### config.mk
export PLATFORM = sky130hd
export DESIGN_NAME = path_command_flattener
export DESIGN_NICKNAME = d
export VERILOG_FILES = /design/src/rtl/pcf_pkg.sv /design/src/rtl/pcf_divider.sv /design/src/rtl/pcf_datapath.sv /design/src/rtl/pcf_ctrl.sv /design/src/rtl/path_command_flattener.sv
export SDC_FILE = /design/constraint.sdc
export NUM_CORES = 2
export LEC_CHECK = 0
export ABC_AREA = 1
export BUFFER_PORTS_ARGS = -buffer_cell sky130_fd_sc_hd__buf_4
export CAP_MARGIN = 20
export CORE_ASPECT_RATIO = 0.5
export CORE_UTILIZATION = 40
export CTS_CLUSTER_DIAMETER = 200
export DETAILED_ROUTE_END_ITERATION = 16
export PLACE_DENSITY = 0.59
export SLEW_MARGIN = 20
export SYNTH_ARGS = -nofsm -noshare
export SYNTH_HDL_FRONTEND = slang
export SYNTH_HIERARCHICAL = 1
export SYNTH_SLANG_ARGS = --single-unit
### constraint.sdc
create_clock -name clk -period 10.9 [get_ports clk]
set_input_delay 0.545 -clock clk [delete_from_list [all_inputs] [get_ports clk]]
set_output_delay 0.545 -clock clk [all_outputs]
set_load 0.01 [all_outputs]
### src/rtl/pcf_pkg.sv
// ----------------------------------------------------------------------------
// pcf_pkg
// Shared types, constants and the Bernstein weight function of the path
// command flattener.
// ----------------------------------------------------------------------------
package pcf_pkg;

    localparam int MAX_PATHS = 10;
    localparam int SEGMENTS  = 10;

    localparam int COORD_W = 32;
    localparam int OP_W    = 3;
    localparam int IDX_W   = 4;

    localparam logic [OP_W-1:0] OP_MOVE  = 3'd0;
    localparam logic [OP_W-1:0] OP_LINE  = 3'd1;
    localparam logic [OP_W-1:0] OP_HORIZ = 3'd2;
    localparam logic [OP_W-1:0] OP_VERT  = 3'd3;
    localparam logic [OP_W-1:0] OP_CUBIC = 3'd4;
    localparam logic [OP_W-1:0] OP_CLOSE = 3'd5;

    // Curve sample k is the weighted sum of four control points over DENOM.
    localparam int DENOM  = SEGMENTS * SEGMENTS * SEGMENTS;
    localparam int DEN_W  = $clog2(DENOM + 1);
    localparam int HALF   = DENOM / 2;
    localparam int K_W    = $clog2(SEGMENTS + 1);
    localparam int PROD_W = COORD_W + DEN_W + 1;
    localparam int ACC_W  = PROD_W + 2;

    localparam int DIV_BITS  = 4;
    localparam int DIV_STEPS = COORD_W / DIV_BITS;
    localparam int DIV_CNT_W = $clog2(DIV_STEPS + 1);

    localparam int MAC_TERMS = 8;
    localparam int MAC_CNT_W = $clog2(MAC_TERMS + 1);

    typedef struct packed {
        logic [OP_W-1:0]           op;
        logic                      has_letter;
        logic signed [COORD_W-1:0] coord_x1;
        logic signed [COORD_W-1:0] coord_y1;
        logic signed [COORD_W-1:0] coord_x2;
        logic signed [COORD_W-1:0] coord_y2;
        logic signed [COORD_W-1:0] coord_x3;
        logic signed [COORD_W-1:0] coord_y3;
    } pcf_in_t;

    typedef struct packed {
        logic signed [COORD_W-1:0] point_x;
        logic signed [COORD_W-1:0] point_y;
        logic [IDX_W-1:0]          subpath_number;
        logic                      is_hole;
        logic                      last;
    } pcf_out_t;

    typedef struct packed {
        logic                 capture;
        logic                 wt_load;
        logic [K_W-1:0]       wt_k;
        logic                 mac_en;
        logic [MAC_CNT_W-1:0] mac_cnt;
        logic                 div_load;
        logic                 div_step;
        logic                 load_out;
        logic                 last;
        logic                 from_div;
    } pcf_ctl_t;

    typedef struct packed {
        logic start_single;
        logic start_cubic;
        logic out_free;
    } pcf_sts_t;

    // Bernstein weight j of sample k, scaled by SEGMENTS cubed.
    function automatic logic [DEN_W-1:0] bez_weight(input logic [K_W-1:0] k,
                                                    input logic [1:0] j);
        int m;
        int kk;
        int w;
        kk = int'(k);
        m  = SEGMENTS - kk;
        unique case (j)
            2'd0:    w = m * m * m;
            2'd1:    w = 3 * m * m * kk;
            2'd2:    w = 3 * m * kk * kk;
            default: w = kk * kk * kk;
        endcase
        return DEN_W'(w);
    endfunction

endpackage

### src/rtl/pcf_divider.sv
// ----------------------------------------------------------------------------
// pcf_divider
// Divides a weighted sum by SEGMENTS cubed, rounding to nearest with ties
// away from zero, DIV_BITS quotient bits per step.
// ----------------------------------------------------------------------------
module pcf_divider (
    input  logic                              clk,
    input  logic                              load,
    input  logic                              step,
    input  logic signed [pcf_pkg::ACC_W-1:0]  acc_in,
    output logic signed [pcf_pkg::COORD_W-1:0] quot
);
    import pcf_pkg::*;

    logic               neg_reg;
    logic [DEN_W-1:0]   rem_reg;
    logic [COORD_W-1:0] low_reg;

    logic [ACC_W-1:0]   mag;
    logic [ACC_W-1:0]   biased;
    logic [DEN_W-1:0]   rem_next;
    logic [COORD_W-1:0] low_next;

    // The biased magnitude is below DENOM times 2^32, so its upper part is
    // already a valid partial remainder and only 32 quotient bits remain.
    always_comb
    begin
        logic [DEN_W:0] trial;
        mag      = acc_in[ACC_W-1] ? ACC_W'(-acc_in) : ACC_W'(acc_in);
        biased   = mag + ACC_W'(HALF);
        rem_next = rem_reg;
        low_next = low_reg;
        for (int i = 0; i < DIV_BITS; i++)
        begin
            trial    = {rem_next, low_next[COORD_W-1]};
            low_next = {low_next[COORD_W-2:0], 1'b0};
            if (trial >= (DEN_W+1)'(DENOM))
            begin
                trial       = trial - (DEN_W+1)'(DENOM);
                low_next[0] = 1'b1;
            end
            rem_next = trial[DEN_W-1:0];
        end
    end

    always_ff @(posedge clk)
    begin
        if (load)
        begin
            neg_reg <= acc_in[ACC_W-1];
            rem_reg <= biased[COORD_W +: DEN_W];
            low_reg <= biased[COORD_W-1:0];
        end
        else if (step)
        begin
            rem_reg <= rem_next;
            low_reg <= low_next;
        end
    end

    assign quot = neg_reg ? -$signed(low_reg) : $signed(low_reg);

endmodule

### src/rtl/pcf_datapath.sv
// ----------------------------------------------------------------------------
// pcf_datapath
// Path state, command capture, shared multiply-accumulate, two dividers and
// the output register of the path command flattener.
// ----------------------------------------------------------------------------
module pcf_datapath (
    input  logic              clk,
    input  logic              rst_n,
    input  pcf_pkg::pcf_in_t  cmd_data,
    input  pcf_pkg::pcf_ctl_t ctl,
    output pcf_pkg::pcf_sts_t sts,
    output logic              point_valid,
    input  logic              point_ready,
    output pcf_pkg::pcf_out_t point_data
);
    import pcf_pkg::*;

    logic signed [COORD_W-1:0] cur_x_reg, cur_y_reg, begin_x_reg, begin_y_reg;
    logic [IDX_W-1:0]          idx_reg;
    logic                      nonempty_reg;
    logic                      prev_move_reg;
    logic                      out_valid_reg;

    logic signed [COORD_W-1:0] p0x_reg, p0y_reg, p1x_reg, p1y_reg;
    logic signed [COORD_W-1:0] p2x_reg, p2y_reg, p3x_reg, p3y_reg;
    logic signed [COORD_W-1:0] pt_x_reg, pt_y_reg;
    logic [DEN_W-1:0]          w_reg [4];
    logic signed [PROD_W-1:0]  prod_reg;
    logic signed [ACC_W-1:0]   acc_x_reg, acc_y_reg;
    pcf_out_t                  out_reg;

    logic                      open_sub;
    logic [IDX_W-1:0]          idx_next;
    logic                      nonempty_mid;
    logic                      single;
    logic signed [COORD_W-1:0] pt_x_next, pt_y_next;
    logic signed [COORD_W-1:0] q_x, q_y;
    logic signed [COORD_W-1:0] coord_sel;
    logic [DEN_W-1:0]          w_sel;
    logic signed [PROD_W-1:0]  prod_next;
    logic [2:0]                acc_sel;

    // A letter move after a non-move letter starts a hole, unless the current
    // subpath is still empty or the last subpath is already in use.
    assign open_sub = (cmd_data.op == OP_MOVE) && cmd_data.has_letter && !prev_move_reg
                      && nonempty_reg && (idx_reg < IDX_W'(MAX_PATHS - 1));
    assign idx_next     = open_sub ? idx_reg + 1'b1 : idx_reg;
    assign nonempty_mid = open_sub ? 1'b0 : nonempty_reg;

    always_comb
    begin
        pt_x_next = cmd_data.coord_x1;
        pt_y_next = cmd_data.coord_y1;
        single    = 1'b0;
        unique case (cmd_data.op)
            OP_MOVE, OP_LINE:
            begin
                single = 1'b1;
            end
            OP_HORIZ:
            begin
                single    = 1'b1;
                pt_y_next = cur_y_reg;
            end
            OP_VERT:
            begin
                single    = 1'b1;
                pt_x_next = cur_x_reg;
            end
            OP_CLOSE:
            begin
                single    = nonempty_mid;
                pt_x_next = begin_x_reg;
                pt_y_next = begin_y_reg;
            end
            default:
            begin
                single = 1'b0;
            end
        endcase
    end

    assign sts.start_single = single;
    assign sts.start_cubic  = (cmd_data.op == OP_CUBIC);
    assign sts.out_free     = !out_valid_reg || point_ready;

    always_ff @(posedge clk or negedge rst_n)
    begin
        if (!rst_n)
        begin
            cur_x_reg     <= '0;
            cur_y_reg     <= '0;
            begin_x_reg   <= '0;
            begin_y_reg   <= '0;
            idx_reg       <= '0;
            nonempty_reg  <= 1'b0;
            prev_move_reg <= 1'b1;
        end
        else if (ctl.capture)
        begin
            idx_reg      <= idx_next;
            nonempty_reg <= nonempty_mid || single || sts.start_cubic;
            if (cmd_data.has_letter)
            begin
                prev_move_reg <= (cmd_data.op == OP_MOVE);
            end
            unique case (cmd_data.op)
                OP_MOVE:
                begin
                    cur_x_reg   <= cmd_data.coord_x1;
                    cur_y_reg   <= cmd_data.coord_y1;
                    begin_x_reg <= cmd_data.coord_x1;
                    begin_y_reg <= cmd_data.coord_y1;
                end
                OP_LINE:
                begin
                    cur_x_reg <= cmd_data.coord_x1;
                    cur_y_reg <= cmd_data.coord_y1;
                end
                OP_HORIZ: cur_x_reg <= cmd_data.coord_x1;
                OP_VERT:  cur_y_reg <= cmd_data.coord_y1;
                OP_CUBIC:
                begin
                    cur_x_reg <= cmd_data.coord_x3;
                    cur_y_reg <= cmd_data.coord_y3;
                end
                default:
                begin
                end
            endcase
        end
    end

    // The curve keeps its own copy of the start point, since the current
    // point moves to the end point at capture.
    always_ff @(posedge clk)
    begin
        if (ctl.capture)
        begin
            p0x_reg  <= cur_x_reg;
            p0y_reg  <= cur_y_reg;
            p1x_reg  <= cmd_data.coord_x1;
            p1y_reg  <= cmd_data.coord_y1;
            p2x_reg  <= cmd_data.coord_x2;
            p2y_reg  <= cmd_data.coord_y2;
            p3x_reg  <= cmd_data.coord_x3;
            p3y_reg  <= cmd_data.coord_y3;
            pt_x_reg <= pt_x_next;
            pt_y_reg <= pt_y_next;
        end
        if (ctl.wt_load)
        begin
            for (int j = 0; j < 4; j++)
            begin
                w_reg[j] <= bez_weight(ctl.wt_k, 2'(j));
            end
        end
    end

    always_comb
    begin
        unique case (ctl.mac_cnt[2:0])
            3'd0:    coord_sel = p0x_reg;
            3'd1:    coord_sel = p1x_reg;
            3'd2:    coord_sel = p2x_reg;
            3'd3:    coord_sel = p3x_reg;
            3'd4:    coord_sel = p0y_reg;
            3'd5:    coord_sel = p1y_reg;
            3'd6:    coord_sel = p2y_reg;
            default: coord_sel = p3y_reg;
        endcase
    end

    assign w_sel     = w_reg[ctl.mac_cnt[1:0]];
    assign prod_next = PROD_W'(coord_sel) * PROD_W'($signed({1'b0, w_sel}));
    assign acc_sel   = 3'(ctl.mac_cnt - MAC_CNT_W'(1));

    // The product of term c is added in the cycle after it is formed.
    always_ff @(posedge clk)
    begin
        if (ctl.mac_en)
        begin
            if (ctl.mac_cnt < MAC_CNT_W'(MAC_TERMS))
            begin
                prod_reg <= prod_next;
            end
            if (ctl.mac_cnt != '0)
            begin
                if (!acc_sel[2])
                begin
                    acc_x_reg <= (acc_sel[1:0] == 2'd0) ? ACC_W'(prod_reg)
                                                        : acc_x_reg + ACC_W'(prod_reg);
                end
                else
                begin
                    acc_y_reg <= (acc_sel[1:0] == 2'd0) ? ACC_W'(prod_reg)
                                                        : acc_y_reg + ACC_W'(prod_reg);
                end
            end
        end
    end

    pcf_divider u_div_x (
        .clk    (clk),
        .load   (ctl.div_load),
        .step   (ctl.div_step),
        .acc_in (acc_x_reg),
        .quot   (q_x)
    );

    pcf_divider u_div_y (
        .clk    (clk),
        .load   (ctl.div_load),
        .step   (ctl.div_step),
        .acc_in (acc_y_reg),
        .quot   (q_y)
    );

    always_ff @(posedge clk or negedge rst_n)
    begin
        if (!rst_n)
        begin
            out_valid_reg <= 1'b0;
        end
        else if (ctl.load_out)
        begin
            out_valid_reg <= 1'b1;
        end
        else if (point_ready)
        begin
            out_valid_reg <= 1'b0;
        end
    end

    always_ff @(posedge clk)
    begin
        if (ctl.load_out)
        begin
            out_reg.point_x        <= ctl.from_div ? q_x : pt_x_reg;
            out_reg.point_y        <= ctl.from_div ? q_y : pt_y_reg;
            out_reg.subpath_number <= idx_reg;
            out_reg.is_hole        <= (idx_reg != '0);
            out_reg.last           <= ctl.last;
        end
    end

    assign point_valid = out_valid_reg;
    assign point_data  = out_reg;

endmodule

### src/rtl/pcf_ctrl.sv
// ----------------------------------------------------------------------------
// pcf_ctrl
// Sequencer of the path command flattener: command capture, per-sample
// multiply-accumulate and divide phases, and point hand-off.
// ----------------------------------------------------------------------------
module pcf_ctrl (
    input  logic              clk,
    input  logic              rst_n,
    input  logic              cmd_valid,
    output logic              cmd_ready,
    input  pcf_pkg::pcf_sts_t sts,
    output pcf_pkg::pcf_ctl_t ctl
);
    import pcf_pkg::*;

    localparam logic [1:0] S_IDLE = 2'd0;
    localparam logic [1:0] S_MAC  = 2'd1;
    localparam logic [1:0] S_DIV  = 2'd2;
    localparam logic [1:0] S_EMIT = 2'd3;

    logic [1:0]           state_reg, state_next;
    logic [MAC_CNT_W-1:0] mac_cnt_reg, mac_cnt_next;
    logic [DIV_CNT_W-1:0] div_cnt_reg, div_cnt_next;
    logic [K_W-1:0]       k_reg, k_next;
    logic                 cubic_reg, cubic_next;

    assign cmd_ready = (state_reg == S_IDLE);

    always_comb
    begin
        state_next   = state_reg;
        mac_cnt_next = mac_cnt_reg;
        div_cnt_next = div_cnt_reg;
        k_next       = k_reg;
        cubic_next   = cubic_reg;
        ctl          = '0;
        ctl.mac_cnt  = mac_cnt_reg;
        ctl.wt_k     = k_reg;
        ctl.last     = !cubic_reg || (k_reg == K_W'(SEGMENTS));
        ctl.from_div = cubic_reg;
        unique case (state_reg)
            S_IDLE:
            begin
                ctl.capture = cmd_valid;
                if (cmd_valid)
                begin
                    if (sts.start_cubic)
                    begin
                        state_next   = S_MAC;
                        mac_cnt_next = '0;
                        k_next       = '0;
                        cubic_next   = 1'b1;
                        ctl.wt_load  = 1'b1;
                        ctl.wt_k     = '0;
                    end
                    else if (sts.start_single)
                    begin
                        state_next = S_EMIT;
                        cubic_next = 1'b0;
                    end
                end
            end
            S_MAC:
            begin
                ctl.mac_en = 1'b1;
                if (mac_cnt_reg == MAC_CNT_W'(MAC_TERMS))
                begin
                    state_next   = S_DIV;
                    div_cnt_next = '0;
                end
                else
                begin
                    mac_cnt_next = mac_cnt_reg + 1'b1;
                end
            end
            S_DIV:
            begin
                ctl.div_load = (div_cnt_reg == '0);
                ctl.div_step = (div_cnt_reg != '0);
                if (div_cnt_reg == DIV_CNT_W'(DIV_STEPS))
                begin
                    state_next = S_EMIT;
                end
                else
                begin
                    div_cnt_next = div_cnt_reg + 1'b1;
                end
            end
            S_EMIT:
            begin
                if (sts.out_free)
                begin
                    ctl.load_out = 1'b1;
                    if (ctl.last)
                    begin
                        state_next = S_IDLE;
                    end
                    else
                    begin
                        state_next   = S_MAC;
                        mac_cnt_next = '0;
                        k_next       = k_reg + 1'b1;
                        ctl.wt_load  = 1'b1;
                        ctl.wt_k     = k_reg + 1'b1;
                    end
                end
            end
            default:
            begin
                state_next = S_IDLE;
            end
        endcase
    end

    always_ff @(posedge clk or negedge rst_n)
    begin
        if (!rst_n)
        begin
            state_reg   <= S_IDLE;
            mac_cnt_reg <= '0;
            div_cnt_reg <= '0;
            k_reg       <= '0;
            cubic_reg   <= 1'b0;
        end
        else
        begin
            state_reg   <= state_next;
            mac_cnt_reg <= mac_cnt_next;
            div_cnt_reg <= div_cnt_next;
            k_reg       <= k_next;
            cubic_reg   <= cubic_next;
        end
    end

endmodule

### src/rtl/path_command_flattener.sv
// ----------------------------------------------------------------------------
// path_command_flattener
// Turns tokenized vector path commands into a stream of Q16.16 points.
// ----------------------------------------------------------------------------
// Usage:
// One command request enters on cmd_valid/cmd_ready with cmd_data; points
// leave on point_valid/point_ready with point_data, the last point of each
// command marked by last. Move, line, horizontal, vertical and a close on a
// nonempty subpath give one point; a cubic gives SEGMENTS+1 samples; other
// commands give none and only update the letter tracking.
// A single-point command is captured while the sequencer is idle and its
// point enters the output register from the hand-off step; no new command is
// taken until then. For each of its eleven samples a cubic runs the shared
// multiply-accumulate (four terms per axis plus a drain step), the two
// radix-16 dividers and the hand-off, and it holds the input until the last
// sample is handed off. A command with no point leaves the sequencer idle.
// cmd_ready is high only while the sequencer is idle; a new command may be
// taken while the final point of the previous one still waits at the output.
// When the receiver stalls, the sequencer holds in its hand-off step until
// the output register frees. Reset clears the current and start points to
// the origin, selects subpath zero as empty and counts the last letter as a
// move.
// ----------------------------------------------------------------------------
module path_command_flattener (
    input  logic              clk,
    input  logic              rst_n,
    input  logic              cmd_valid,
    output logic              cmd_ready,
    input  pcf_pkg::pcf_in_t  cmd_data,
    output logic              point_valid,
    input  logic              point_ready,
    output pcf_pkg::pcf_out_t point_data
);
    import pcf_pkg::*;

    pcf_ctl_t ctl;
    pcf_sts_t sts;

    pcf_ctrl u_ctrl (
        .clk       (clk),
        .rst_n     (rst_n),
        .cmd_valid (cmd_valid),
        .cmd_ready (cmd_ready),
        .sts       (sts),
        .ctl       (ctl)
    );

    pcf_datapath u_datapath (
        .clk         (clk),
        .rst_n       (rst_n),
        .cmd_data    (cmd_data),
        .ctl         (ctl),
        .sts         (sts),
        .point_valid (point_valid),
        .point_ready (point_ready),
        .point_data  (point_data)
    );

endmodule

==> results.json <==
{
  "status": "completed",
  "drtPass1Iterations": 6,
  "die_area_um2": 159000,
  "hold_path_depth": 1,
  "finalCriticalPeriod_ns": 9.39,
  "postRouteAntennaNets": 0,
  "cts_tree": "built",
  "htree_num_levels": 3,
  "setup-tns-final_ns": 0,
  "crit_arrival_ns": 9.83,
  "ys_top_cells_by_area": "edfxtp_1 31%, fa_1 12%, nand2_1 9.2%, inv_1 6.9%, ha_1 6.2%",
  "fmax_mhz": 107,
  "drt-total-wl_um": 213000,
  "synth_nets": 8333,
  "postSynthCellCount": 7457,
  "worstRegToRegCells": 41,
  "rows": 102,
  "cp_slowest_cell": "fa_1",
  "postSynthAreaPerCell_um2": 8.44,
  "rsz0062_at_grt": "no",
  "antenna_found_initial": 14,
  "portBuffers": 271,
  "syn2layout_area_growth_pct": 12.1,
  "grt_use_total_pct": 26.4,
  "ys_seq_elements": 794,
  "seq_area_frac_synth_pct": 36.7,
  "cts_buffers": 79,
  "grt_max_degree": 82,
  "dp_hpwl_um": 167000,
  "maxCapViolations": 0,
  "drt_iter0_markers": 5220,
  "r2r_start": "u_ctrl/state_reg[0]$_DFFE_PN0P_",
  "crit_fanout": 9,
  "grt_pass1_wl_um": 315000,
  "whs_ns": 0.0284,
  "drc_errors": 0,
  "skew_ns": 0.0379,
  "die_h_um": 283,
  "min_from": "cmd_data[22]",
  "worst_path_largest_cell_delay_ns": 0.57,
  "fin_util_pct": 45.4,
  "die_x_um": 563,
  "cpMostUsedCell": "nand2_1",
  "fin_nets": 8605,
  "clock_path_buffers": 3,
  "clk_pin_slew_ns": 0.07,
  "place_congestion": 0.989,
  "async_flop_share_pct": 18.9,
  "yosysMostFrequentCell": "nand2_1",
  "slew_headroom_pct": 22.0,
  "cp.required_ns": 11.35,
  "post_route_cells_drive_above_1_share_pct": 9.89,
  "yosysTopAreaCellShare_pct": 30.7,
  "path_class": "reg -> reg",
  "clk_latency_ns": 0.71,
  "yosysWarnings": 6,
  "num_vias": 52996,
  "synth_flop_cell": "edfxtp_1",
  "hold_viol": 0,
  "clock_sinks": 794,
  "drv_slew": 0,
  "r2r_end": "u_datapath/w_reg[1][9]$_DFFE_PP_",
  "start_util_pct": 40.5,
  "core-area_um2": 155000,
  "vias_per_cell": 5.36,
  "post_drt_wl_per_cell_um": 21.6,
  "netlist_area_um2": 62900,
  "tightest_slew_ns": 1.16,
  "start_kind": "flip-flop",
  "reg2reg_setup_slack_ns": 1.51,
  "min_path_type": "in -> reg",
  "min_to": "u_datapath/p3y_reg[22]$_DFFE_PP_",
  "io_pins": 272,
  "ys_top_cells_by_count": "1549 x nand2_1, 1151 x inv_1, 793 x nor2_1",
  "grt_pass1_vias": 50575,
  "cts_resized": 0,
  "largest_reg_flops": 70,
  "overflow": 0,
  "synth_largest_area_cell": "edfxtp_1",
  "root_buffer": "clkbuf_16",
  "report.final.setup_viol": 0,
  "end_kind": "flip-flop",
  "fin_crit_sh_pct": 86.1,
  "synthDistinctLibCells": 68,
  "synth_edf_count": 644
}
## critical path, delay by kind of cell (launching register included)
| family | cells | cell delay, ns |
|---|---|---|
| AND/OR/NAND/NOR | 14 | 1.30 |
| flip-flops | 1 | 0.41 |
| XOR/XNOR | 2 | 0.56 |
| adder cells (fa/ha/maj) | 13 | 5.48 |
| AO/OA/AOI/OAI | 3 | 0.48 |
| buffers and inverters | 9 | 0.89 |
## placed cells by master (no fill, tap or decap), types with 19 or more instances in the layout
cell,Yosys,layout
o221ai_1,33,33
o21ai_2,33,35
ha_1,313,313
a21o_1,30,30
nand3b_1,25,25
o22ai_1,51,51
dfrtp_1,149,147
o21bai_1,19,19
xor2_1,215,215
nand3_1,356,356
mux2_2,64,64
nor2_4,17,26
nor3_1,75,74
buf_4,15,328
fa_1,363,363
a31oi_1,75,75
a221oi_1,26,26
nand2_1,1549,1548
clkbuf_16,0,81
dlygate4sd3_1,0,58
nand4_1,90,90
nor2_1,793,784
xnor2_1,92,92
nand2_2,42,43
inv_2,51,54
inv_1,1151,1146
o21ai_0,468,466
a21oi_1,274,272
nor4_1,33,33
o211ai_1,41,41
edfxtp_1,644,644
nor2_2,19,19
## logic make-up after synthesis
| group | Yosys count | share of synthesized area (%) |
|---|---|---|
| buffers and inverters | 1405 | 8.57 |
| and+or+nand+nor | 3079 | 21.1 |
| adders and majority gates | 676 | 17.8 |
| AOI/OAI and AO/OA | 1132 | 10.5 |
| DFF | 794 | 36.7 |
| xor gates and xnor gates | 307 | 4.27 |
| muxes | 64 | 1.14 |
## final cells by class
cell class | count | area, um^2
sequential | 794 | 23100
tap | 2080 | 2600
timing repair buffer | 390 | 3100
inverter | 1206 | 4540
antenna | 10 | 25.0
clock inverter | 49 | 520
fill | 15396 | 84900
multi-input combinational | 5258 | 34600
clock buffer | 96 | 2120
## per-layer routing
layer / vias up / global-route usage [%] / share of wire (%)
met5: - / 0 / 0.012
met3: 235 / 4.95 / 8.9
met4: 4 / 6.20 / 2.2
met1: 25770 / 37.2 / 44
met2: 2012 / 42.0 / 45
li1: 24975 / - / -
## worst max-delay path by stage
stage / start / slack [ns] / end
2_1_floorplan: u_ctrl/state_reg[0]$_DFFE_PN0P_ / 0.83 / u_datapath/w_reg[0][0]$_DFFE_PP_
3_3_place_gp: cmd_data[194] / 1.40 / u_datapath/w_reg[1][9]$_DFFE_PP_
3_5_place_dp: cmd_data[194] / 1.40 / u_datapath/w_reg[1][9]$_DFFE_PP_
4_1_cts: u_ctrl/state_reg[0]$_DFFE_PN0P_ / 1.46 / u_datapath/w_reg[1][9]$_DFFE_PP_
5_1_grt: u_ctrl/state_reg[0]$_DFFE_PN0P_ / 0.75 / u_datapath/w_reg[1][9]$_DFFE_PP_
6_report: u_ctrl/state_reg[0]$_DFFE_PN0P_ / 1.51 / u_datapath/w_reg[1][9]$_DFFE_PP_
## timing repair
action	4_1_cts	5_1_grt
hold buffers	58	0
hold endpoints to repair	91	0
buffers inserted	0	0
## through the flow
stage / area, um^2 / worst slack [ns] / std cells
6_report: 70600 / 1.51 / 9883
2_1_floorplan: 62900 / 0.834 / 7457
3_3_place_gp: 67300 / 1.40 / 9666
4_1_cts: 70500 / 1.46 / 9871
5_1_grt: 70600 / 0.748 / 9878
3_5_place_dp: 67300 / 1.40 / 9668
Power is not shown: default switching activity piles up to over one toggle a cycle in this logic, so the estimate is an artifact.
